File: config.mk
export PLATFORM = sky130hd
export DESIGN_NAME = sliding_window_packet_receiver
export DESIGN_NICKNAME = d
export VERILOG_FILES = /design/src/sv/swpr_pkg.sv /design/src/sv/swpr_ram.sv /design/src/sv/swpr_mod.sv /design/src/sv/swpr_ctrl.sv /design/src/sv/swpr_dp.sv /design/src/sv/sliding_window_packet_receiver.sv
export SDC_FILE = /design/constraint.sdc
export NUM_CORES = 1
export LEC_CHECK = 0
export CAP_MARGIN = 15
export CORE_MARGIN = 2
export CORE_UTILIZATION = 55
export CTS_BUF_LIST = sky130_fd_sc_hd__clkbuf_16
export DETAILED_ROUTE_END_ITERATION = 7
export DONT_BUFFER_PORTS = 1
export PLACE_DENSITY = 0.7
export SLEW_MARGIN = 25
export SYNTH_ARGS = -nofsm -noshare
export SYNTH_HDL_FRONTEND = slang
export SYNTH_SLANG_ARGS = --single-unit
File: constraint.sdc
create_clock -name clk_i -period 12.2 [get_ports clk_i]
set_input_delay 1.22 -clock clk_i [delete_from_list [all_inputs] [get_ports clk_i]]
set_output_delay 1.22 -clock clk_i [all_outputs]
set_load 0.1 [all_outputs]
File: src/sv/swpr_pkg.sv
// swpr_pkg: shared types, constants and helpers of the sliding window packet receiver
// no dependencies; used by every module of the block but swpr_ram
`default_nettype none

package swpr_pkg;

  // default sizing, handed to the top level parameters
  localparam int SLOTS_DEF      = 8;
  localparam int MAX_PACKET_DEF = 1034;

  // frame constants
  localparam logic [7:0] HEAD_ACK   = 8'h06;
  localparam logic [7:0] HEAD_NAK   = 8'h21;
  localparam logic [7:0] START_MARK = 8'h01;

  // register reset values
  localparam logic [3:0]  INIT_WINDOW = 4'd8;
  localparam logic [31:0] INIT_TOP    = 32'd10;

  // response kind codes
  localparam logic KIND_ACK = 1'b0;
  localparam logic KIND_NAK = 1'b1;

  // serial remainder unit: digit bits per cycle and cycles per 32-bit operand
  localparam int MOD_DIGIT = 4;
  localparam int MOD_STEPS = 32 / MOD_DIGIT;

  localparam int CFG_IDX_W = 1;

  typedef enum logic [CFG_IDX_W-1:0] {
    REG_WINDOW_SIZE = 1'd0,
    REG_INITIAL_TOP = 1'd1
  } cfg_reg_e;

  typedef enum logic [3:0] {
    S_IDLE,
    S_CHECK,
    S_MOD_S,
    S_CMP_S,
    S_NEXT,
    S_MOD_NX,
    S_CMP_NX,
    S_TOP,
    S_RESP
  } state_e;

  // controller to datapath
  typedef struct packed {
    logic take_byte;
    logic eval;
    logic mod_start;
    logic mod_nx;
    logic rd_en;
    logic store;
    logic release_nx;
    logic set_top;
    logic load_out;
  } cmd_t;

  // datapath to controller
  typedef struct packed {
    logic done;
    logic pkt_ok;
    logic mod_done;
    logic match_s;
    logic match_nx;
    logic rel_last;
  } stat_t;

  // inverted folded byte sum, carry dropped; only the low 16 bits of the sum matter
  function automatic logic [7:0] fold_check(input logic [15:0] sum);
    logic [7:0] folded;
    folded = sum[7:0] + sum[15:8];
    return ~folded;
  endfunction

endpackage

`default_nettype wire

File: src/sv/swpr_ram.sv
// swpr_ram: generic single write port, single read port RAM with registered read
// no dependencies
`default_nettype none

module swpr_ram #(
  parameter int WIDTH = 32,
  parameter int DEPTH = 8,
  localparam int AW = (DEPTH > 1) ? $clog2(DEPTH) : 1
) (
  input  wire logic             clk_i,
  input  wire logic             we_i,
  input  wire logic [AW-1:0]    waddr_i,
  input  wire logic [WIDTH-1:0] wdata_i,
  input  wire logic             re_i,
  input  wire logic [AW-1:0]    raddr_i,
  output logic      [WIDTH-1:0] rdata_o
);

  logic [WIDTH-1:0] mem_q [DEPTH];

  always_ff @(posedge clk_i) begin
    if (we_i) begin
      mem_q[waddr_i] <= wdata_i;
    end
    if (re_i) begin
      rdata_o <= mem_q[raddr_i];
    end
  end

endmodule

`default_nettype wire

File: src/sv/swpr_mod.sv
// swpr_mod: serial remainder of a 32-bit value by a 4-bit divisor, one digit per cycle
// depends on swpr_pkg
`default_nettype none

module swpr_mod
  import swpr_pkg::*;
(
  input  wire logic        clk_i,
  input  wire logic        rst_ni,
  input  wire logic        start_i,
  input  wire logic [31:0] opnd_i,
  input  wire logic [3:0]  div_i,
  output logic             done_o,
  output logic      [3:0]  rem_o
);

  localparam int STEP_W = (MOD_STEPS > 1) ? $clog2(MOD_STEPS) : 1;

  logic              busy_q;
  logic [STEP_W-1:0] step_q;
  logic [31:0]       opnd_q;
  logic [3:0]        div_q;
  logic [3:0]        part_q;
  logic [3:0]        part_d;
  logic              done_q;
  logic [3:0]        rem_q;

  // one restoring step per bit of the digit
  always_comb begin
    logic [4:0] r;
    r = {1'b0, part_q};
    for (int i = 0; i < MOD_DIGIT; i++) begin
      r = {r[3:0], opnd_q[31-i]};
      if (r >= {1'b0, div_q}) begin
        r = r - {1'b0, div_q};
      end
    end
    part_d = r[3:0];
  end

  always_ff @(posedge clk_i or negedge rst_ni) begin
    if (!rst_ni) begin
      busy_q <= 1'b0;
      step_q <= '0;
      done_q <= 1'b0;
    end else begin
      done_q <= 1'b0;
      if (start_i) begin
        busy_q <= 1'b1;
        step_q <= '0;
      end else if (busy_q) begin
        step_q <= step_q + STEP_W'(1);
        if (step_q == STEP_W'(MOD_STEPS - 1)) begin
          busy_q <= 1'b0;
          done_q <= 1'b1;
        end
      end
    end
  end

  always_ff @(posedge clk_i) begin
    if (start_i) begin
      opnd_q <= opnd_i;
      div_q  <= div_i;
      part_q <= '0;
    end else if (busy_q) begin
      opnd_q <= {opnd_q[31-MOD_DIGIT:0], {MOD_DIGIT{1'b0}}};
      part_q <= part_d;
      if (step_q == STEP_W'(MOD_STEPS - 1)) begin
        rem_q <= part_d;
      end
    end
  end

  assign done_o = done_q;
  assign rem_o  = rem_q;

endmodule

`default_nettype wire

File: src/sv/swpr_ctrl.sv
// swpr_ctrl: controller state machine of the packet receiver, owns the handshakes
// depends on swpr_pkg; drives the datapath through cmd_t and reads stat_t
`default_nettype none

module swpr_ctrl
  import swpr_pkg::*;
(
  input  wire logic  clk_i,
  input  wire logic  rst_ni,
  input  wire logic  in_valid_i,
  input  wire logic  last_i,
  output logic       in_ready_o,
  output logic       out_valid_o,
  input  wire logic  out_ready_i,
  input  wire stat_t stat_i,
  output cmd_t       cmd_o
);

  state_e state_q, state_d;
  logic   out_valid_q, out_valid_d;
  logic   out_free;

  assign out_free = !out_valid_q || out_ready_i;

  always_comb begin
    state_d = state_q;
    case (state_q)
      S_IDLE: begin
        if (in_valid_i && last_i && !stat_i.done) begin
          state_d = S_CHECK;
        end
      end
      S_CHECK: state_d = S_MOD_S;
      S_MOD_S: begin
        if (!stat_i.pkt_ok) begin
          state_d = S_RESP;
        end else if (stat_i.mod_done) begin
          state_d = S_CMP_S;
        end
      end
      S_CMP_S: state_d = stat_i.match_s ? S_RESP : S_NEXT;
      S_NEXT:  state_d = S_MOD_NX;
      S_MOD_NX: begin
        if (stat_i.mod_done) begin
          state_d = S_CMP_NX;
        end
      end
      S_CMP_NX: begin
        if (stat_i.match_nx && !stat_i.rel_last) begin
          state_d = S_NEXT;
        end else begin
          state_d = S_TOP;
        end
      end
      S_TOP: state_d = S_RESP;
      S_RESP: begin
        if (out_free) begin
          state_d = S_IDLE;
        end
      end
      default: state_d = S_IDLE;
    endcase
  end

  always_comb begin
    cmd_o      = '0;
    in_ready_o = 1'b0;
    case (state_q)
      S_IDLE: begin
        in_ready_o      = 1'b1;
        cmd_o.take_byte = in_valid_i && !stat_i.done;
      end
      S_CHECK: begin
        cmd_o.eval      = 1'b1;
        cmd_o.mod_start = 1'b1;
      end
      S_MOD_S: cmd_o.rd_en = stat_i.pkt_ok && stat_i.mod_done;
      S_CMP_S: cmd_o.store = !stat_i.match_s;
      S_NEXT: begin
        cmd_o.mod_start = 1'b1;
        cmd_o.mod_nx    = 1'b1;
      end
      S_MOD_NX: cmd_o.rd_en = stat_i.mod_done;
      S_CMP_NX: cmd_o.release_nx = stat_i.match_nx;
      S_TOP:    cmd_o.set_top = 1'b1;
      S_RESP:   cmd_o.load_out = out_free;
      default: begin
        cmd_o      = '0;
        in_ready_o = 1'b0;
      end
    endcase
  end

  always_comb begin
    out_valid_d = out_valid_q;
    if (cmd_o.load_out) begin
      out_valid_d = 1'b1;
    end else if (out_ready_i) begin
      out_valid_d = 1'b0;
    end
  end

  always_ff @(posedge clk_i or negedge rst_ni) begin
    if (!rst_ni) begin
      state_q     <= S_IDLE;
      out_valid_q <= 1'b0;
    end else begin
      state_q     <= state_d;
      out_valid_q <= out_valid_d;
    end
  end

  assign out_valid_o = out_valid_q;

endmodule

`default_nettype wire

File: src/sv/swpr_dp.sv
// swpr_dp: datapath of the packet receiver: header capture, checksum, window and slot table
// depends on swpr_pkg, swpr_mod and swpr_ram
`default_nettype none

module swpr_dp
  import swpr_pkg::*;
#(
  parameter int SLOTS      = SLOTS_DEF,
  parameter int MAX_PACKET = MAX_PACKET_DEF
) (
  input  wire logic                 clk_i,
  input  wire logic                 rst_ni,
  input  wire cmd_t                 cmd_i,
  output stat_t                     stat_o,
  input  wire logic [7:0]           rx_byte_i,
  input  wire logic                 cfg_we_i,
  input  wire logic [CFG_IDX_W-1:0] cfg_index_i,
  input  wire logic [31:0]          cfg_data_i,
  output logic                      response_kind_o,
  output logic      [31:0]          next_expected_o,
  output logic      [7:0]           response_check_o,
  output logic      [3:0]           released_count_o,
  output logic                      stored_new_o,
  output logic                      finished_o
);

  localparam int CNT_W   = $clog2(MAX_PACKET + 1);
  localparam int SUM_W   = $clog2(MAX_PACKET * 255 + 1);
  localparam int REL_W   = $clog2(SLOTS + 1);
  localparam int SLOT_AW = (SLOTS > 1) ? $clog2(SLOTS) : 1;
  localparam int WMAX    = (SLOTS > 15) ? 15 : SLOTS;

  logic [CNT_W-1:0] cnt_q, cnt_d;
  logic [SUM_W-1:0] sum_q, sum_d;
  logic [7:0]       prev_q, prev_d;
  logic [7:0]       start_q, start_d;
  logic [31:0]      seq_q, seq_d;
  logic [31:0]      len_q, len_d;
  logic [31:0]      lio_q;
  logic [31:0]      top_q;
  logic [3:0]       ws_q;
  logic             done_q;
  logic             valid_q, ok_q, fin_q, stored_q;
  logic [REL_W-1:0] rel_q;
  logic [SLOTS-1:0] vld_q;
  logic             rd_vld_q;

  logic [3:0]         win;
  logic               pkt_valid;
  logic               in_win;
  logic [31:0]        nx;
  logic               mod_done;
  logic [3:0]         rem;
  logic [SLOT_AW-1:0] slot_addr;
  logic [31:0]        rdata;
  logic [31:0]        slot_val;
  logic [10:0]        resp_sum;
  logic [7:0]         head;

  // effective window: zero acts as one, clamp to the slot count and to 15
  always_comb begin
    win = ws_q;
    if (ws_q == 4'd0) begin
      win = 4'd1;
    end else if (ws_q > 4'(WMAX)) begin
      win = 4'(WMAX);
    end
  end

  // byte capture; bytes past the size limit are dropped
  always_comb begin
    cnt_d   = cnt_q;
    sum_d   = sum_q;
    prev_d  = prev_q;
    start_d = start_q;
    seq_d   = seq_q;
    len_d   = len_q;
    if (cmd_i.take_byte && cnt_q < CNT_W'(MAX_PACKET)) begin
      if (cnt_q == '0) begin
        sum_d   = '0;
        start_d = rx_byte_i;
        seq_d   = '0;
        len_d   = '0;
      end else begin
        sum_d = sum_q + SUM_W'(prev_q);
      end
      case (cnt_q)
        CNT_W'(1): seq_d[31:24] = rx_byte_i;
        CNT_W'(2): seq_d[23:16] = rx_byte_i;
        CNT_W'(3): seq_d[15:8]  = rx_byte_i;
        CNT_W'(4): seq_d[7:0]   = rx_byte_i;
        CNT_W'(5): len_d[31:24] = rx_byte_i;
        CNT_W'(6): len_d[23:16] = rx_byte_i;
        CNT_W'(7): len_d[15:8]  = rx_byte_i;
        CNT_W'(8): len_d[7:0]   = rx_byte_i;
        default: ;
      endcase
      prev_d = rx_byte_i;
      cnt_d  = cnt_q + CNT_W'(1);
    end
    if (cmd_i.eval) begin
      cnt_d = '0;
      sum_d = '0;
    end
  end

  assign pkt_valid = (start_q == START_MARK) && (fold_check(16'(sum_q)) == prev_q);
  assign in_win    = (seq_q > lio_q) && (seq_q <= top_q);
  assign nx        = lio_q + 32'd1;

  always_ff @(posedge clk_i or negedge rst_ni) begin
    if (!rst_ni) begin
      cnt_q    <= '0;
      sum_q    <= '0;
      prev_q   <= '0;
      start_q  <= '0;
      seq_q    <= '0;
      len_q    <= '0;
      lio_q    <= '0;
      top_q    <= INIT_TOP;
      ws_q     <= INIT_WINDOW;
      done_q   <= 1'b0;
      valid_q  <= 1'b0;
      ok_q     <= 1'b0;
      fin_q    <= 1'b0;
      stored_q <= 1'b0;
      rel_q    <= '0;
      vld_q    <= '0;
      rd_vld_q <= 1'b0;
    end else begin
      cnt_q   <= cnt_d;
      sum_q   <= sum_d;
      prev_q  <= prev_d;
      start_q <= start_d;
      seq_q   <= seq_d;
      len_q   <= len_d;
      if (cfg_we_i) begin
        if (cfg_reg_e'(cfg_index_i) == REG_WINDOW_SIZE) begin
          ws_q <= cfg_data_i[3:0];
        end else if (cfg_reg_e'(cfg_index_i) == REG_INITIAL_TOP) begin
          top_q <= cfg_data_i;
        end
      end
      if (cmd_i.eval) begin
        valid_q  <= pkt_valid;
        ok_q     <= pkt_valid && in_win;
        fin_q    <= pkt_valid && (len_q == 32'd0);
        stored_q <= 1'b0;
        rel_q    <= '0;
      end
      if (cmd_i.store) begin
        vld_q[slot_addr] <= 1'b1;
        stored_q         <= 1'b1;
      end
      if (cmd_i.rd_en) begin
        rd_vld_q <= vld_q[slot_addr];
      end
      if (cmd_i.release_nx) begin
        lio_q <= nx;
        rel_q <= rel_q + REL_W'(1);
      end
      if (cmd_i.set_top) begin
        top_q <= lio_q + 32'(win);
      end
      if (cmd_i.load_out && fin_q) begin
        done_q <= 1'b1;
      end
    end
  end

  swpr_mod u_mod (
    .clk_i   (clk_i),
    .rst_ni  (rst_ni),
    .start_i (cmd_i.mod_start),
    .opnd_i  (cmd_i.mod_nx ? nx : seq_q),
    .div_i   (win),
    .done_o  (mod_done),
    .rem_o   (rem)
  );

  assign slot_addr = SLOT_AW'(rem);

  swpr_ram #(
    .WIDTH (32),
    .DEPTH (SLOTS)
  ) u_slot_ram (
    .clk_i   (clk_i),
    .we_i    (cmd_i.store),
    .waddr_i (slot_addr),
    .wdata_i (seq_q),
    .re_i    (cmd_i.rd_en),
    .raddr_i (slot_addr),
    .rdata_o (rdata)
  );

  // slot never written reads as zero
  assign slot_val = rd_vld_q ? rdata : 32'd0;

  assign stat_o.done     = done_q;
  assign stat_o.pkt_ok   = ok_q;
  assign stat_o.mod_done = mod_done;
  assign stat_o.match_s  = (slot_val == seq_q);
  assign stat_o.match_nx = (slot_val == nx);
  assign stat_o.rel_last = (rel_q == REL_W'(SLOTS - 1));

  assign head     = valid_q ? HEAD_ACK : HEAD_NAK;
  assign resp_sum = 11'(head) + 11'(nx[31:24]) + 11'(nx[23:16]) + 11'(nx[15:8])
                  + 11'(nx[7:0]);

  always_ff @(posedge clk_i) begin
    if (cmd_i.load_out) begin
      response_kind_o  <= valid_q ? KIND_ACK : KIND_NAK;
      next_expected_o  <= nx;
      response_check_o <= fold_check(16'(resp_sum));
      released_count_o <= 4'(rel_q);
      stored_new_o     <= stored_q;
      finished_o       <= fin_q;
    end
  end

endmodule

`default_nettype wire

File: src/sv/sliding_window_packet_receiver.sv
// sliding_window_packet_receiver: top level, joins controller and datapath
// depends on swpr_pkg, swpr_ctrl and swpr_dp
`default_nettype none

// Receiver side of a selective-repeat link. Datagram bytes arrive one per transfer with a
// last flag; every datagram that is taken before the transfer has finished gives exactly one
// ACK or NAK result carrying the next expected number and its checksum byte. A byte that is
// not the last is taken in the idle state. On the last byte the block stops taking input and
// works the packet end: check, then the response for a NAK or an out-of-window packet; else
// the slot remainder and compare, then the response for a duplicate; a stored packet probes
// slots (next, remainder, compare), one per frame released plus one or SLOTS when a whole
// table is released, and sets the window top. The response also waits while the previous
// result is held in the output register. The serial remainder unit finds a slot index four
// bits a cycle; the slot table read is registered. The slot table comes out of reset empty
// through per-slot valid bits, so no clearing pass is run. A finished result waits in the
// output register while the next datagram streams in. Configuration writes are taken in any
// cycle and belong to the idle block; writing initial_top reloads the window top at once.
module sliding_window_packet_receiver
  import swpr_pkg::*;
#(
  parameter int SLOTS      = SLOTS_DEF,
  parameter int MAX_PACKET = MAX_PACKET_DEF
) (
  input  wire logic                 clk_i,
  input  wire logic                 rst_ni,
  input  wire logic                 in_valid_i,
  output logic                      in_ready_o,
  input  wire logic [7:0]           rx_byte_i,
  input  wire logic                 last_i,
  output logic                      out_valid_o,
  input  wire logic                 out_ready_i,
  output logic                      response_kind_o,
  output logic      [31:0]          next_expected_o,
  output logic      [7:0]           response_check_o,
  output logic      [3:0]           released_count_o,
  output logic                      stored_new_o,
  output logic                      finished_o,
  input  wire logic                 cfg_valid_i,
  output logic                      cfg_ready_o,
  input  wire logic [CFG_IDX_W-1:0] cfg_index_i,
  input  wire logic [31:0]          cfg_data_i
);

  cmd_t  cmd;
  stat_t stat;

  assign cfg_ready_o = 1'b1;

  swpr_ctrl u_ctrl (
    .clk_i       (clk_i),
    .rst_ni      (rst_ni),
    .in_valid_i  (in_valid_i),
    .last_i      (last_i),
    .in_ready_o  (in_ready_o),
    .out_valid_o (out_valid_o),
    .out_ready_i (out_ready_i),
    .stat_i      (stat),
    .cmd_o       (cmd)
  );

  swpr_dp #(
    .SLOTS      (SLOTS),
    .MAX_PACKET (MAX_PACKET)
  ) u_dp (
    .clk_i            (clk_i),
    .rst_ni           (rst_ni),
    .cmd_i            (cmd),
    .stat_o           (stat),
    .rx_byte_i        (rx_byte_i),
    .cfg_we_i         (cfg_valid_i && cfg_ready_o),
    .cfg_index_i      (cfg_index_i),
    .cfg_data_i       (cfg_data_i),
    .response_kind_o  (response_kind_o),
    .next_expected_o  (next_expected_o),
    .response_check_o (response_check_o),
    .released_count_o (released_count_o),
    .stored_new_o     (stored_new_o),
    .finished_o       (finished_o)
  );

  // input stalls only after the last byte of a datagram was taken
  a_stall_after_last: assert property (@(posedge clk_i) disable iff (!rst_ni)
    $fell(in_ready_o) |-> $past(in_valid_i && last_i))
    else $error("input stalled without a last byte transfer");

  // a NAK neither stores nor releases nor finishes
  a_nak_quiet: assert property (@(posedge clk_i) disable iff (!rst_ni)
    (out_valid_o && response_kind_o == KIND_NAK) |->
      (released_count_o == 4'd0 && !stored_new_o && !finished_o))
    else $error("NAK result with store, release or finish");

  // frames are released only by a packet that was stored
  a_release_needs_store: assert property (@(posedge clk_i) disable iff (!rst_ni)
    (out_valid_o && !stored_new_o) |-> (released_count_o == 4'd0))
    else $error("release without a store");

endmodule

`default_nettype wire
# ---- After elaboration in Yosys (flattened, before gate mapping)
# Memory sizes are Yosys's and may differ from the RTL's. A register that Yosys moved wholly into a read port is not among the register bits.
# Cells that the tools add are included.
dict set report classes {
  n_addsub 16
  mul 0
  div 0
  n_lt_le_gt_ge 10
  eq_ne 26
  shift 0
  n_mux 67
  n_bitwise 5
  n_reduce_logical 50
}
# op n
set op_table {}
lappend op_table {{32-bit 2-to-1 mux} 8}
lappend op_table {{32-bit == test} 2}
lappend op_table {{8-bit 2-to-1 mux} 8}
lappend op_table {{19-bit 2-to-1 mux} 3}
lappend op_table {{4-bit 2-to-1 mux} 14}
lappend op_table {{11-bit by 3-bit == test with 1-bit output, second input constant} 4}
lappend op_table {{4-bit one-hot mux with 9 select lines} 1}
lappend op_table {{11-bit by 8-bit adder with 11-bit output} 3}
lappend op_table {{32-bit by 1-bit adder with 32-bit output, second input constant} 1}
lappend op_table {{32-bit by 4-bit adder with 32-bit output} 1}
lappend op_table {{32-bit > comparator} 1}
lappend op_table {{32-bit <= comparator} 1}
lappend op_table {{32-bit zero test} 1}
lappend op_table {{2-bit nonzero test} 15}
lappend op_table {{1-bit 2-to-1 mux} 24}
lappend op_table {{11-bit by 2-bit == test with 1-bit output, second input constant} 2}
lappend op_table {{11-bit 2-to-1 mux} 2}
lappend op_table {{2-bit AND reduction} 11}
lappend op_table {{4-bit by 3-bit == test with 1-bit output, second input constant} 5}
lappend op_table {{5-bit by 4-bit >= comparator with 1-bit output} 4}
lappend op_table {{19-bit by 8-bit adder with 19-bit output} 1}
lappend op_table {{8-bit inverter} 2}
lappend op_table {{4-bit subtractor} 4}
lappend op_table {{1-bit logical AND} 12}
lappend op_table {{35 further kinds} 44}
dict set report totals {
  ff_bits 296
  latch_bits 0
  mem_bits_rw 256
  mem_bits_ro 0
  in_bits 47
  output_inout_bits 50
  n_memories 1
}
# name depth width rd rd_clocked_by_memory_dff wr line_no
set mem_list {}
lappend mem_list {u_dp.u_slot_ram.mem_q 8 32 1 1 1 swpr_ram.sv:19} ;# logic [WIDTH-1:0] mem_q [DEPTH];

# ---- Logic depth before layout (Yosys ltp)
# Gate-level depths: netlist of the first run.
dict set report logic_depth {
  word_depth 8
  ltp_mapped 33
  ltp_nobuf 32
}

# ---- Cells and area by module
# Synthesis of the first run repeated with hierarchy kept, for this count alone.
dict set report unflattened {
  cells_unflattened 2479
  area_unflattened_um2 30133.9
}
# module n_inst cells_each area_each_um2
set by_module_without_submodules {}
lappend by_module_without_submodules {swpr_dp 1 1788 16049.1}
lappend by_module_without_submodules {swpr_ram 1 415 10786.6}
lappend by_module_without_submodules {swpr_mod 1 225 2867.8}
lappend by_module_without_submodules {swpr_ctrl 1 49 419.2}
lappend by_module_without_submodules {sliding_window_packet_receiver 1 2 11.3}

# ---- Worst setup path before layout of the first run
# No wires, ideal clock.
dict set report synth_timing {
  path_type {reg2reg}
  start {register u_dp.u_mod.div_q[1]}
  end {register u_dp.u_mod.rem_q[1], in the netlist u_dp.u_mod.rem_o[1] (data pin)}
  setup_ns 0.254
  arrival_ns 6.125
  path_slack_ns 5.821
  stages_incl_launch_ff 28
  path_buffers 1
  synth_period_minus_slack_ns 6.379
  cell_sequence {edfxtp_1 > inv_1 > ha_1 > nor2b_1 > o21a_1 > o21ai_0 > nand3_1 > o21ai_0 > ha_1 > a21o_1 > a21o_1 > a221o_1 > a21oi_1 > ha_1 > a21o_1 > a21o_1 > a21o_1 > nor4bb_1 > or2_2 > o21ai_0 > ha_1 > o21ai_0 > nand2b_1 > a21o_1 > a21o_1 > or3_1 > clkbuf_1 > o21a_1}
}
dict set report synth_via {
  elab_chain_cells 8
}
# item line_no
set synth_rtl {}
lappend synth_rtl {{from (decl)} swpr_mod.sv:22} ;# logic [3:0] div_q;
lappend synth_rtl {{from (signal assigned)} swpr_mod.sv:64} ;# div_q <= div_i;
lappend synth_rtl {{4-bit subtractor or 5-bit by 4-bit >= comparator with 1-bit output (tied branches)} {swpr_mod.sv:35, swpr_mod.sv:34}}
lappend synth_rtl {{4-bit 2-to-1 mux} swpr_mod.sv:34} ;# if (r >= {1'b0, div_q}) begin
lappend synth_rtl {{4-bit subtractor or 5-bit by 4-bit >= comparator with 1-bit output (tied branches)} {swpr_mod.sv:35, swpr_mod.sv:34}}
lappend synth_rtl {{4-bit 2-to-1 mux} swpr_mod.sv:34}
lappend synth_rtl {{5-bit by 4-bit >= comparator with 1-bit output or 4-bit subtractor (tied branches)} {swpr_mod.sv:34, swpr_mod.sv:35}}
lappend synth_rtl {{4-bit 2-to-1 mux} swpr_mod.sv:34}
lappend synth_rtl {{4-bit subtractor or 5-bit by 4-bit >= comparator with 1-bit output (tied branches)} {swpr_mod.sv:35, swpr_mod.sv:34}}
lappend synth_rtl {{4-bit 2-to-1 mux (*)} swpr_mod.sv:34}
lappend synth_rtl {{named net u_dp.u_mod.part_d[1]} swpr_mod.sv:24} ;# logic [3:0] part_d;
lappend synth_rtl {{to (signal assigned)} swpr_mod.sv:70} ;# rem_q <= part_d;
lappend synth_rtl {{to (decl)} swpr_mod.sv:26} ;# logic [3:0] rem_q;
# Mark *: on every way through the listed nets, which the timed path passes. The rest lies on a longest branch.
# A chain may end at the register's enable or synchronous reset.

# ---- Worst setup path in the final report of the first run
dict set report layout_timing {
  start {register u_dp.lio_q[0]}
  end {register u_dp.response_check_o[7] (data pin)}
}
dict set report layout_via {
  elab_chain_cells 7
}
# item line_no
set layout_rtl {}
lappend layout_rtl {{from (decl)} swpr_dp.sv:39} ;# logic [31:0] lio_q;
lappend layout_rtl {{from (signal assigned)} swpr_dp.sv:159} ;# lio_q <= nx;
lappend layout_rtl {{32-bit by 1-bit adder with 32-bit output} swpr_dp.sv:109} ;# assign nx = lio_q + 32'd1;
lappend layout_rtl {{named net u_dp.nx[24]} swpr_dp.sv:51} ;# logic [31:0] nx;
lappend layout_rtl {{8-bit by 8-bit adder with 9-bit output} swpr_dp.sv:207} ;# assign resp_sum = 11'(head) + 11'(nx[31:24]) + 11'(nx[23:16]) + 11'(nx[15:8])
lappend layout_rtl {{11-bit by 8-bit adder with 11-bit output (2 in series)} swpr_dp.sv:207}
lappend layout_rtl {{11-bit by 8-bit adder with 11-bit output} swpr_dp.sv:208} ;# + 11'(nx[7:0]);
lappend layout_rtl {{8-bit by 3-bit adder with 8-bit output} swpr_pkg.sv:73} ;# folded = sum[7:0] + sum[15:8];
lappend layout_rtl {{8-bit inverter} swpr_pkg.sv:74} ;# return ~folded;
lappend layout_rtl {{to (signal assigned)} swpr_dp.sv:214} ;# response_check_o <= fold_check(16'(resp_sum));
lappend layout_rtl {{to (decl)} swpr_dp.sv:21} ;# output logic [7:0] response_check_o,
# The timed path passes the listed nets, and every way through them passes these cells.

==> summary.md, run 1 <==
| Metric | Value |
|---|---|
| Total iterations of the first detailed-routing run | 6 |
| CP bufs+invs | 2 |
| Max Freq | 129 MHz |
| Grt met2 use | 0.498 |
| Ys Warns | 0 |
| Largest net degree at the start of global routing | 204 |
| Htree depth | 2 |
| Seq/Total Area, Yosys | 0.563 |
| Diode count | 0 |
| Final ANT Viol Nets | 0 |
| Most instantiated cells after synthesis | 374 x edfxtp_1, 200 x dfrtp_1, 173 x inv_1 |
| Busiest grt layer | met2 |
| WL/cell | 27.0 um |
| Total power divided by cell area | between 200 and 250 nW/um^2 |
| Row count | 84 |
| Worst-margin pin slew | 1.04 ns |
| Avg Inst Size Synth | 11.8 sq um |
| Overall Global Routing Usage | 0.318 |
| Largest delay contributor family on the critical path | adder cells |
| Final setup violation count | 0 |
| Met3 Use GR | 0.0603 |
| Worst path arrival time | 8.15 ns |
| Ys flop type | edfxtp_1 |
| Core Region | 52,400 sq um |
| Worst skew pair latency | 0.64 ns |
| Grt total ovfl | 0 |
| CTS tree | built |
| Starting density of the core | 0.555 |
| Clock root buffer | clkbuf_16 |
| Vias per inst | 6.55 |
| First DRT Iteration DRCs | 2,334 |
| Startpoint Class | flip-flop |
| Area grow syn2layout | 10.2% |
| Final period utilization | 0.638 |
| Num ports | 97 |
| Share of the synthesized area in the top cell type | 0.386 |
| Syn Inst Count | 2,467 |
| FF+latch count, synth | 581 |
| Setup Fix Bufs, Post-CTS | 0 |
| Clock Sink Count | 581 |
| CP peak stage delay | 0.64 ns |
| RSZ-0062 raised after global routing | false |
| Worst Path Max Fanout | 14 |
| Die area | 54,800 sq um |
| Ranking of synthesized cells by area | edfxtp_1 39%, dfrtp_1 17%, ha_1 5.3%, a22oi_1 4.4%, xnor2_1 4.0% |
| Req. time, crit path | 12.57 ns |
| Core Util, Final | 0.612 |
| Initial antenna violation count | 0 |
| Hold Crit Class | primary input to asynchronous set/reset pin |
| Crit-path slowest cell | or4_4 |
| Via count | 20,900 |
| Setup tns final | 0 ns |
| Crit. End Element | flip-flop |
| Vias in the first global route | 20,100 |
| Count leader, synth | edfxtp_1 |
| Clock buffer depth | 3 |
| Synth unique cells | 83 |
| Clock buffers created by TritonCTS | 60 |
| Fraction of layout cells with a size suffix above 1 | 0.0903 |
| Number of remaining DRC errors | 0 |
| Leakage | roughly 13 nW |
| Met1 Use GR | 0.452 |
| Worst VDD drop | 322 uV |
| Buffers on Ports | 0 |
| Post-DP HPWL | 58,600 um |
| First-pass GRT wire length | 128,000 um |
| Max_cap viols | 0 |
| Post-layout min period | slightly below 8 ns |
| EDFF count, synth | 374 |
| Nets | about 2,600 |
| Setup CP Type | flip-flop to flip-flop |
| Hold_buf cts | 0 |
| Max-slew headroom | 0.302 |
| Final Hold Viols | 0 |
| Synth area leader | edfxtp_1 |
| Post-cts sizing count | 0 |
| Post-synthesis async set-or-reset flop share | 0.349 |
| Gpl congestion | 0.976 |
| Clock-pin transition on the worst setup and hold timing paths | 0.06 ns |
| Post-Syn Nets | 2,663 |
| Die H | 234 um |
| Clock skew | about 0.033 ns |
| WL final | 86,200 um |
| Synth Cell Area | 29,100 sq um |
| Die Wd | around 230 um |
| Final Max Slew Viols | 0 |
| Outcome | completed |
path summary, 6_finish.rpt:
path                       cells past startpoint                       from  slack, ns                                  to
min in group clk_i                             1    u_dp.done_q$_DFFE_PN0P_       0.47             u_dp.done_q$_DFFE_PN0P_
max in group asynchronous                      0                     rst_ni      11.55          u_dp.len_q[18]$_DFFE_PN0P_
max                                           28  u_dp.lio_q[0]$_DFFE_PN0P_       4.42  u_dp.response_check_o[7]$_DFFE_PP_
max reg2reg                                   28  u_dp.lio_q[0]$_DFFE_PN0P_       4.42  u_dp.response_check_o[7]$_DFFE_PP_
min reg2reg                                    1    u_dp.done_q$_DFFE_PN0P_       0.47             u_dp.done_q$_DFFE_PN0P_
min                                            0                     rst_ni       0.28           u_dp.rel_q[0]$_DFFE_PN0P_
report_power, final:
group | internal (W) | leakage (nW) | switching (W)
Combinational | 0.00126 | 5.43 | 0.00181
Clock | 0.00113 | 1.04 | 0.000802
Sequential | 0.00252 | 6.17 | 0.000480
Total | 0.00490 | 12.6 | 0.00309
logic make-up (layout without fill, tap and decap cells):
family,Yosys count,count (layout),synth area share
muxes,65,65,0.0234
other,1,1,0.000129
xor gates and xnor gates,164,164,0.0534
and+or+nand+nor,613,613,0.110
buffers and inverters,304,340,0.0400
AOI/OAI and AO/OA,590,590,0.140
DFF,581,581,0.563
adders and majority gates,149,149,0.0705
registers in the layout (all words and copies together), names as in the netlist, 3 cells and up:
signal,flops
u_dp.released_count_o,4
u_dp.response_check_o,8
u_dp.ws_q,4
u_dp.u_mod.step_q,3
u_dp.start_q,8
u_ctrl.state_q,4
u_dp.u_mod.part_q,4
u_dp.seq_q,32
u_dp.u_mod.div_q,4
u_dp.u_slot_ram.mem_q,256
u_dp.cnt_q,11
u_dp.rel_q,4
u_dp.sum_q,16
u_dp.u_mod.rem_o,3
u_dp.next_expected_o,32
u_dp.lio_q,32
u_dp.u_mod.opnd_q,32
u_dp.len_q,32
u_dp.top_q,32
u_dp.vld_q,8
u_dp.u_slot_ram.rdata_o,32
u_dp.prev_q,8
routing by layer:
layer	part of all wire	up-vias
li1	-	9190
met1	0.41	10400
met2	0.46	1083
met3	0.10	182
met4	0.035	0
met5	0	-
cell type report:
class | count | area (sq um)
inverters | 174 | 653
clock buffers | 61 | 1530
repair buffers | 52 | 390
well taps | 688 | 861
flip-flops and latches | 581 | 16400
fillers | 4129 | 20400
multi-input cells | 1582 | 11700
clock inverters | 53 | 571
stage by stage:
step / setup WS (ns) / area [sq um] / hold slack, ns / power, W / std cells
after floorplan: 5.82 / 29100 / 0.425 / 0.00515 / 2467
after global placement: 4.74 / 30000 / 0.450 / 0.00593 / 3077
after detailed placement: 4.59 / 30000 / 0.458 / 0.00605 / 3077
after CTS: 4.54 / 32100 / 0.255 / 0.00797 / 3191
after global routing: 4.03 / 32100 / 0.270 / 0.00846 / 3191
final: 4.42 / 32100 / 0.280 / 0.00799 / 3191
placed cells by master (no fill, tap or decap), types with 88 or more instances in the layout:
master,count
edfxtp_1,374
dfrtp_1,199
inv_1,182
a22oi_1,171
nor2_1,134
xnor2_1,134
ha_1,124
nand2_1,109
o21ai_0,108
nand4_1,89
a21oi_1,88
Power figures use the tool's default switching activity.
==> run 2: changes to the inputs <==
--- a/config.mk
+++ b/config.mk
@@ -5,6 +5,7 @@
 export SDC_FILE = /design/constraint.sdc
 export NUM_CORES = 1
 export LEC_CHECK = 0
+export ABC_AREA = 1
 export CAP_MARGIN = 15
 export CORE_MARGIN = 2
 export CORE_UTILIZATION = 55
==> constraint.sdc (replaced) <==
create_clock -name clk_i -period 7.8 [get_ports clk_i]
set_input_delay 0.78 -clock clk_i [delete_from_list [all_inputs] [get_ports clk_i]]
set_output_delay 0.78 -clock clk_i [all_outputs]
set_load 0.1 [all_outputs]
==> run 2 against run 1 <==
Compared with the run above:
- design area fell by 1.2%
- highest routed layer unchanged
- via count rose by 4.1%
- utilization rose by 0.50 points
==> summary.md, run 2 <==
| Metric | Value |
|---|---|
| Crit-path slowest cell | fa_1 |
| CP peak stage delay | 0.50 ns (-0.14 ns) |
| Die Wd | 232 um (-0.72%) |
| Count leader, synth | nand2_1 |
| Clock buffers created by TritonCTS | 58 (-3.3%) |
| Initial antenna violation count | 1 (+1) |
| Nets | 3,028 (+14%) |
| Synth area leader | edfxtp_1 |
| Post-DP HPWL | 64,500 um (+10%) |
| Area occupied by multi-input gates | 10,700 sq um (-8.6%) |
| CTS tree | built |
| Core Region | 51,400 sq um (-2.0%) |
| Avg Inst Size Synth | 10.3 sq um (-13%) |
| Worst VDD drop | 180 uV (-44%) |
| Comb power frac | 0.023 (-0.360) |
| WL/cell | 25.5 um (-5.7%) |
| Ys flop type | edfxtp_1 |
| EDFF count, synth | 374 (unchanged) |
| Final setup violation count | 0 (unchanged) |
| Clock Sink Count | 581 (unchanged) |
| Total power divided by cell area | 195 nW/um^2 (-22%) |
| Biggest register | u_dp.u_slot_ram.mem_q |
| Final Power | 0.00618 W (-23%) |
| Post-Syn Nets | 2,990 (+12%) |
| Setup CP Type | flip-flop to flip-flop |
| Placed inst area | 29,700 sq um (-0.88%) |
| Number of remaining DRC errors | 0 (unchanged) |
| Switch Pwr | 0.00131 W (-58%) |
| First DRT Iteration DRCs | 2,515 (+7.8%) |
| Req. time, crit path | 8.18 ns (-4.39 ns) |
| Total iterations of the first detailed-routing run | 6 (unchanged) |
| Setup tns final | 0 ns (unchanged) |
| Leakage | 14.0 nW (+11%) |
| Die area | 54,000 sq um (-1.4%) |
| Worst Path Max Fanout | 9 (-5) |
| Final Max Slew Viols | 0 (unchanged) |
| Area grow syn2layout | 10.5% |
| Share of the synthesized area in the top cell type | 0.391 (+0.00570) |
| Post-synthesis async set-or-reset flop share | 0.349 (unchanged) |
| Outcome | completed |
| Largest net degree at the start of global routing | 201 (-1.5%) |
| Seq/Total Area, Yosys | 0.571 (+0.00833) |
| Grt total ovfl | 0 (unchanged) |
| Buffers on Ports | 0 (unchanged) |
| Max FFs per register | 256 (unchanged) |
| Syn Inst Count | 2,794 (+13%) |
| Worst path arrival time | 7.45 ns (-0.70 ns) |
| Max_cap viols | 0 (unchanged) |
| Ranking of synthesized cells by area | edfxtp_1 39%, dfrtp_1 17%, nand2_1 7.4%, ha_1 5.4%, inv_1 5.0% |
| Max Freq | 142 MHz (+10%) |
| Die H | 232 um (-0.72%) |
| Most frequent cells in the layout | 566 x nand2_1, 398 x inv_1, 374 x edfxtp_1 |
| Final ANT Viol Nets | 0 (unchanged) |
| Switching share of power | 0.212 (-0.174) |
| RSZ-0062 raised after global routing | false |
| WL final | 90,800 um (+5.3%) |
| Most instantiated cells after synthesis | 566 x nand2_1, 383 x inv_1, 374 x edfxtp_1 |
| Vias per inst | 6.11 (-6.8%) |
| First-pass GRT wire length | 135,000 um (+4.8%) |
| Worst-margin pin slew | 0.978 ns (-0.0604 ns) |
| Final instance area | 31,700 sq um (-1.2%) |
| Clock buffer depth | 3 (unchanged) |
| Num ports | 97 (unchanged) |
| Synth unique cells | 59 (-29%) |
| Max-slew headroom | 0.349 (+0.0470) |
| Via count | 21,800 (+4.1%) |
| Clock-pin transition on the worst setup and hold timing paths | 0.07 ns (about the same) |
| FF+latch count, synth | 581 (unchanged) |
| Clock skew | 0.0302 ns (-0.00269 ns) |
| Most used cell, CP | inv_1 |
| Crit. End Element | flip-flop |
| Register Area | 16,400 sq um (about the same) |
| Worst skew pair latency | 0.64 ns (about the same) |
| Number of fill cells | 4,232 (+2.5%) |
| Overall Global Routing Usage | 0.342 (+0.0233) |
| Post-layout min period | 7.06 ns (-0.717 ns) |
| Power Internal | 0.00487 W (-0.65%) |
| Reg power frac | 0.531 (+0.155) |
| Row count | 83 (-1.2%) |
| Final period utilization | 0.906 (+0.268) |
| Final Hold Viols | 0 (unchanged) |
| Startpoint Class | flip-flop |
| Clk network pwr share | 0.446 (+0.205) |
| Vias in the first global route | 20,900 (+4.0%) |
| Htree depth | 2 (unchanged) |
| Synth Cell Area | 28,700 sq um (-1.5%) |
| Clock root buffer | clkbuf_16 |
| Hold Crit Class | primary input to asynchronous set/reset pin |
| Ys Warns | 0 (unchanged) |
| Non-Filler Instances | 3,564 (+12%) |
| Leading cell type in the layout, fill and taps excluded | nand2_1 |
| Fraction of layout cells with a size suffix above 1 | 0.0815 (-0.00875) |
| Placed Cells | 3,447 (+12%) |
| Starting density of the core | 0.558 (+0.00298) |
| Gpl congestion | 0.985 (+0.89%) |
==> run 2: cell count changes after synthesis, sizes merged, moves of 26 or more <==
cell	previous run	this run
mux2i	41	0
o221ai	5	39
a21oi	88	123
nor2	143	170
nand2	110	590
clkbuf	101	57
inv	173	387
xnor2	135	21
o22ai	9	92
nand3	83	109
xor2	21	65
a21o	48	2
a22oi	171	39
==> run 2: final cells by class <==
type / instances / share of cell area
Sequential cell: 581 / 0.517
Multi-Input combinational cell: 1757 / 0.337
Inverter: 388 / 0.0459
Clock buffer: 58 / 0.0458
Tap cell: 680 / 0.0268
Timing Repair Buffer: 46 / 0.0140
Clock inverter: 52 / 0.0131
Antenna cell: 2 / 0.000158
==> run 2: cells by family (layout without fill, tap and decap cells) <==
kind of cell | count (synthesis) | after routing | share of synthesized area
buf+inv | 456 | 544 | 0.0611
xor+xnor | 86 | 86 | 0.0265
flops | 581 | 581 | 0.571
fa+ha+maj | 149 | 149 | 0.0715
simple gates | 1013 | 1013 | 0.155
mux | 8 | 8 | 0.00314
other cells | 1 | 3 | 0.000131
compound gates | 500 | 500 | 0.111
==> run 2: layer usage <==
| layer | global-route usage | share of wire | routed length, um | vias to the layer above |
|---|---|---|---|---|
| met5 | 0 | 0 | 0 | - |
| met4 | 0.140 | 0.044 | 4000 | 0 |
| met2 | 0.518 | 0.45 | 40600 | 1099 |
| met3 | 0.0580 | 0.096 | 8720 | 175 |
| met1 | 0.491 | 0.41 | 37500 | 10700 |
| li1 | - | - | - | 9784 |
==> run 2: per-stage QoR <==
step	hold slack [ns]	util	setup slack (ns)
5_1_grt	0.0447	0.617	0.130
2_1_floorplan	0.425	-	1.58
4_1_cts	0.222	0.615	0.844
3_3_place_gp	0.440	0.577	0.983
6_report	0.0392	0.617	0.735
3_5_place_dp	0.451	0.578	0.869
==> run 2: timing repair <==
action,CTS,global route
setup buffers,0,0
setup endpoints to repair,0,0
endpoints found under the hold margin,200,0
gates resized for setup,0,0
hold buffers,2,0
==> run 2: power groups by stage <==
| stage | clock [W] | combinational [W] | sequential, W |
|---|---|---|---|
| after floorplan | 0 | 0.0000825 | 0.00334 |
| after global placement | 0 | 0.000107 | 0.00335 |
| after detailed placement | 0 | 0.000113 | 0.00335 |
| after CTS | 0.00277 | 0.000138 | 0.00329 |
| after global routing | 0.00290 | 0.000159 | 0.00329 |
| final | 0.00276 | 0.000141 | 0.00329 |
==> run 2: critical path: cells and delay by family, from the launching register on <==
kind            cells  cell delay (ns)
fa+ha+maj           7             2.43
xor+xnor            3             0.40
flops               1             0.32
simple gates       11             1.75
buf+inv             8             0.69
compound gates      7             1.21
==> run 2: path summary, 6_finish.rpt <==
path	startpoint	end	slack, ns	depth (start not counted)
setup / recovery	u_dp.lio_q[0]$_DFFE_PN0P_	u_dp.response_check_o[7]$_DFFE_PP_	0.74	36
hold / removal	rst_ni	u_dp.lio_q[6]$_DFFE_PN0P_	0.04	1
setup reg to reg	u_dp.lio_q[0]$_DFFE_PN0P_	u_dp.response_check_o[7]$_DFFE_PP_	0.74	36
hold reg to reg	u_dp.vld_q[0]$_DFFE_PN0P_	u_dp.vld_q[0]$_DFFE_PN0P_	0.46	2
max in group asynchronous	rst_ni	u_dp.rel_q[0]$_DFFE_PN0P_	6.74	2
min in group clk_i	out_ready_i	u_ctrl.out_valid_o$_DFFE_PN0P_	0.24	1
